===== src/design/rpp_pkg.sv =====
// Shared widths, register codes and item types for the radar point projector.
package rpp_pkg;

   // World coordinate and heading formats
   localparam int COORD_BITS  = 24;
   localparam int ANGLE_BITS  = 16;

   // Fixed register widths
   localparam int SCALE_BITS  = 16;
   localparam int CENTER_BITS = 12;
   localparam int RADIUS_BITS = 11;
   localparam int SCREEN_BITS = 14;

   // Datapath widths
   localparam int DELTA_BITS  = COORD_BITS + 1;           // point minus viewer
   localparam int TRIG_BITS   = 18;                       // signed Q15 sine/cosine
   localparam int PROD_BITS   = DELTA_BITS + TRIG_BITS;   // offset times trig
   localparam int POS_BITS    = COORD_BITS + 3;           // forward/right, pixel Q.8
   localparam int SUMSQ_BITS  = 2 * POS_BITS;             // squared length
   localparam int ROOT_BITS   = POS_BITS;                 // integer root of length
   localparam int R8_BITS     = RADIUS_BITS + 8;          // radius in Q.8 pixels
   localparam int QUOT_BITS   = R8_BITS;                  // clamped offset magnitude
   localparam int NUM_BITS    = POS_BITS + R8_BITS;       // |offset| * radius
   localparam int RR_BITS     = 2 * RADIUS_BITS;          // radius squared

   // Decoupling queue
   localparam int QUEUE_DEPTH = 4;
   localparam int QPTR_BITS   = $clog2(QUEUE_DEPTH);

   // Register file
   localparam int CSR_INDEX_BITS = 3;

   typedef enum logic [CSR_INDEX_BITS-1:0] {
      CSR_VIEWER_X        = 3'd0,
      CSR_VIEWER_Y        = 3'd1,
      CSR_HEADING         = 3'd2,
      CSR_PIXELS_PER_UNIT = 3'd3,
      CSR_CENTER_X        = 3'd4,
      CSR_CENTER_Y        = 3'd5,
      CSR_RADIUS          = 3'd6
   } csr_index_type;

   typedef struct packed {
      logic signed [COORD_BITS-1:0] viewer_x;
      logic signed [COORD_BITS-1:0] viewer_y;
      logic        [ANGLE_BITS-1:0] heading;
      logic        [SCALE_BITS-1:0] pixels_per_unit;
      logic       [CENTER_BITS-1:0] center_x;
      logic       [CENTER_BITS-1:0] center_y;
      logic       [RADIUS_BITS-1:0] radius;
   } config_type;

   // Item handed from the front part to the back part
   typedef struct packed {
      logic signed [POS_BITS-1:0] px;
      logic signed [POS_BITS-1:0] py;
      logic      [SUMSQ_BITS-1:0] sumsq;
      logic                       clamp;
      logic                       coincident;
   } entry_type;

endpackage


===== src/design/rpp_queue.sv =====
// Short item queue between the front and back parts.
module rpp_queue (
   input  logic               clock,
   input  logic               reset,
   input  logic               push,
   input  rpp_pkg::entry_type push_entry,
   output logic               full,
   input  logic               pop,
   output logic               nonempty,
   output rpp_pkg::entry_type pop_entry
);

   rpp_pkg::entry_type              slot_ff [rpp_pkg::QUEUE_DEPTH];
   logic [rpp_pkg::QPTR_BITS-1:0]   wr_ff, wr_in, rd_ff, rd_in;
   logic [rpp_pkg::QPTR_BITS:0]     count_ff, count_in;

   assign full      = count_ff == (rpp_pkg::QPTR_BITS+1)'(rpp_pkg::QUEUE_DEPTH);
   assign nonempty  = count_ff != '0;
   assign pop_entry = slot_ff[rd_ff];

   // Advance pointers and count
   always_comb begin
      wr_in    = push ? wr_ff + 1'b1 : wr_ff;
      rd_in    = pop ? rd_ff + 1'b1 : rd_ff;
      count_in = count_ff + (rpp_pkg::QPTR_BITS+1)'(push) - (rpp_pkg::QPTR_BITS+1)'(pop);
   end

   always_ff @(posedge clock) begin
      if (reset) begin
         wr_ff    <= '0;
         rd_ff    <= '0;
         count_ff <= '0;
      end else begin
         wr_ff    <= wr_in;
         rd_ff    <= rd_in;
         count_ff <= count_in;
      end
   end

   // Hold items
   always_ff @(posedge clock) begin
      if (push) begin
         slot_ff[wr_ff] <= push_entry;
      end
   end

   a_count_bound: assert property (@(posedge clock) disable iff (reset)
      count_ff <= (rpp_pkg::QPTR_BITS+1)'(rpp_pkg::QUEUE_DEPTH))
      else $error("queue count beyond depth");

   a_no_pop_empty: assert property (@(posedge clock) disable iff (reset)
      pop |-> count_ff != '0)
      else $error("pop from empty queue");

   a_push_grows: assert property (@(posedge clock) disable iff (reset)
      (push && !pop) |=> count_ff == $past(count_ff) + 1'b1)
      else $error("push lost");

   a_ptr_gap: assert property (@(posedge clock) disable iff (reset)
      rpp_pkg::QPTR_BITS'(wr_ff - rd_ff) == rpp_pkg::QPTR_BITS'(count_ff))
      else $error("queue pointers and count disagree");

endmodule


===== config.mk =====
export PLATFORM = sky130hd
export DESIGN_NAME = rpp_queue
export DESIGN_NICKNAME = d
export VERILOG_FILES = /design/src/design/rpp_pkg.sv /design/src/design/rpp_queue.sv
export SDC_FILE = /design/constraint.sdc
export NUM_CORES = 1
export LEC_CHECK = 0
export ABC_CLOCK_PERIOD_IN_PS = 4050
export CAP_MARGIN = 20
export CORE_AREA = 2 2 123 245
export DETAILED_ROUTE_END_ITERATION = 7
export DIE_AREA = 0 0 125 247
export DONT_BUFFER_PORTS = 1
export GPL_ROUTABILITY_DRIVEN = 1
export PLACE_DENSITY_LB_ADDON = 0.3
export SLEW_MARGIN = 15
export SYNTH_ARGS = -nofsm -noshare
export SYNTH_HDL_FRONTEND = slang
export SYNTH_SLANG_ARGS = --single-unit

===== constraint.sdc =====
create_clock -name clock -period 4.05 [get_ports clock]
set_input_delay 0.81 -clock clock [delete_from_list [all_inputs] [get_ports clock]]
set_output_delay 0.81 -clock clock [all_outputs]
set_load 0.01 [all_outputs]

==> results_dict.tcl <==
set metrics [dict create \
    status "finished, final reports clean" \
    antenna_found_initial 0 \
    min_period_ns 3.16 \
    ys_warn_count 0 \
    finalHoldViolCount 0 \
    wl_per_cell_um 26.6 \
    ys_types 20 \
    multiInputGateArea_um2 2730 \
    root_buffer "clkbuf_16" \
    post-cts-setup-buffers 0 \
    start_kind "flip-flop" \
    drt_iter0_drc 415 \
    skew_ns 0.0180 \
    netlist_instances 616 \
    required_ns 3.24 \
    ys.flop_type "edfxtp_1" \
    track_usage 0.178 \
    ctsResizeCount 0 \
    yosys.area.top_type "edfxtp_1" \
    first_pass_iters 4 \
    cp-end-kind "output pin" \
    cts-buffers-inserted 37 \
    min-delay-start "reset" \
    leakagePower_nw 5.54 \
    die_x_um 125 \
    drc 0 \
    finalMaxSlewViolations 0 \
    fin_ws_ns 0.889 \
    initial_core_util 0.559 \
    clock_latency_ns 0.54 \
    yosys-top-cells-count "edfxtp_1, mux4_2, buf_2, buf_6, dfxtp_1" \
    async_flop_share 0 \
    hpwl_um 16200 \
    ant_nets 0 \
    dp.cells 967 \
    drive_above_1_share 0.274 \
    synth_most_common_cell "edfxtp_1" \
    path_class "flip-flop to output pin" \
    r2r-start "wr_ff[0]$_SDFFE_PP0P_" \
    tightestPinTransition_ns 0.860 \
    peakVddDrop_mv 0.517 \
    gp_congestion 0.677 \
    port_buffers 0 \
    yosysSeqAreaShare 0.821 \
    layout.area.seq_um2 13400 \
    period_share 0.781 \
    synth_edf_count 440 \
    max_slew_margin 0.427 \
    post-route-util 0.617 \
    power_mw 9.75 \
    fp-row-count 89 \
    arrival_ns 2.35 \
    clock-sinks 449 \
    stdcell_area_um2 18000 \
    fillers 1973 \
    area_growth_syn_to_layout_pct 10.4 \
    hp-class "input pin to flip-flop" \
    clk_pin_slew_ns 0.07 \
    rsz0062_at_grt "false" \
    grt_pass1_wl_um 41000 \
    grt_pass1_vias 6775 \
    viasPerCell 6.12 \
    cts_tree "yes" \
    grt_max_degree 75 \
    die_y_um 247 \
    cp_max_fo 27 \
    setup_viol 0 \
    powerDensity_nw_per_um2 541 \
    ctsHoldBuffers 0 \
    h-tree-depth 2 \
    fin_setup_tns_ns 0 \
    netlist_area_um2 16300 \
    syn_avg_cell_area_um2 26.5 \
    yosys-top-cells-area "edfxtp_1, mux4_2, dfxtp_1" \
    via_count 6325 \
    timing.hold.ws_ns 0.342 \
    clockBufferDepth 3 \
    ys_seq_elements 449 \
    wl_um 27500 \
    diodes 0 \
    pre_cts_ws_ns 1.37 \
    cap_violations 0 \
    die_area_um2 30900 \
    synth.top_cell.area_share 0.810 \
    nets 763 \
    stdcell_count 1033 \
    placed_area_um2 16800 \
    core-area_um2 29200 \
    max_freq_mhz 316 \
    overflow 0 \
    syn_nets 737 \
    pin_count 226 \
]
-- cells by family (layout without fill, tap and decap cells) --
group                    Yosys count  count (layout)  synth area share
XOR/XNOR                           3               3           0.00253
adder cells (fa/ha/maj)            7               7           0.00583
AND/OR/NAND/NOR                   14              14           0.00468
AO/OA/AOI/OAI                      2               2          0.000920
flip-flops                       449             449             0.821
multiplexers                     111             111             0.152
buffers and inverters             30              83            0.0128
-- worst max-delay path, stage by stage, from the launching register on --
cell	delay (ns)
dfxtp_4	0.71
buf_4	0.48
mux4_2	0.61
-- sequential cells by signal, indices dropped and copies added, names as in the netlist, named ones only --
name      cells
count_ff      3
rd_ff         2
slot_ff     440
wr_ff         2
-- final timing paths --
check	endpoint	slack, ns	cells past startpoint
hold reg to reg	rd_ff[1]$_SDFFE_PP0P_	0.53	2
setup reg to reg	slot_ff[1][64]$_DFFE_PP_	2.01	3
setup / recovery	pop_entry[67]	0.89	2
hold / removal	rd_ff[0]$_SDFFE_PP0P_	0.34	1
-- per-layer routing --
metal	wire length, um	track usage	part of all wire	vias up
met5	0	0	0	-
met4	605	0.0562	0.022	0
met3	2840	0.0764	0.10	39
met2	14200	0.300	0.52	238
met1	9840	0.207	0.36	3356
li1	-	-	-	2692
-- report_power, final --
part	total, mW	switching, mW	internal [mW]
clock	3.63	1.55	2.09
combinational	0.700	0.397	0.303
sequential	5.42	0.0764	5.34
-- cell usage in the layout (no fill, tap or decap), types with 3 or more instances in the layout --
cell,Yosys,layout
clkinv_2,0,3
dfxtp_1,9,7
and2_4,0,4
buf_12,0,6
bufinv_16,0,5
nor2_1,5,5
mux4_2,110,110
clkinv_4,0,4
clkinv_1,0,7
clkbuf_16,0,39
inv_1,6,6
ha_1,6,6
edfxtp_1,440,440
buf_4,0,5
clkbuf_1,2,4
-- layout make-up --
cell class              count  area share
flip-flops and latches    449       0.744
multi-input cells         137       0.151
clock buffers              43      0.0550
well taps                 364      0.0253
clock inverters            23      0.0144
repair buffers             11     0.00875
inverters                   6     0.00125
No activity file was read; power rests on OpenSTA's default activity.
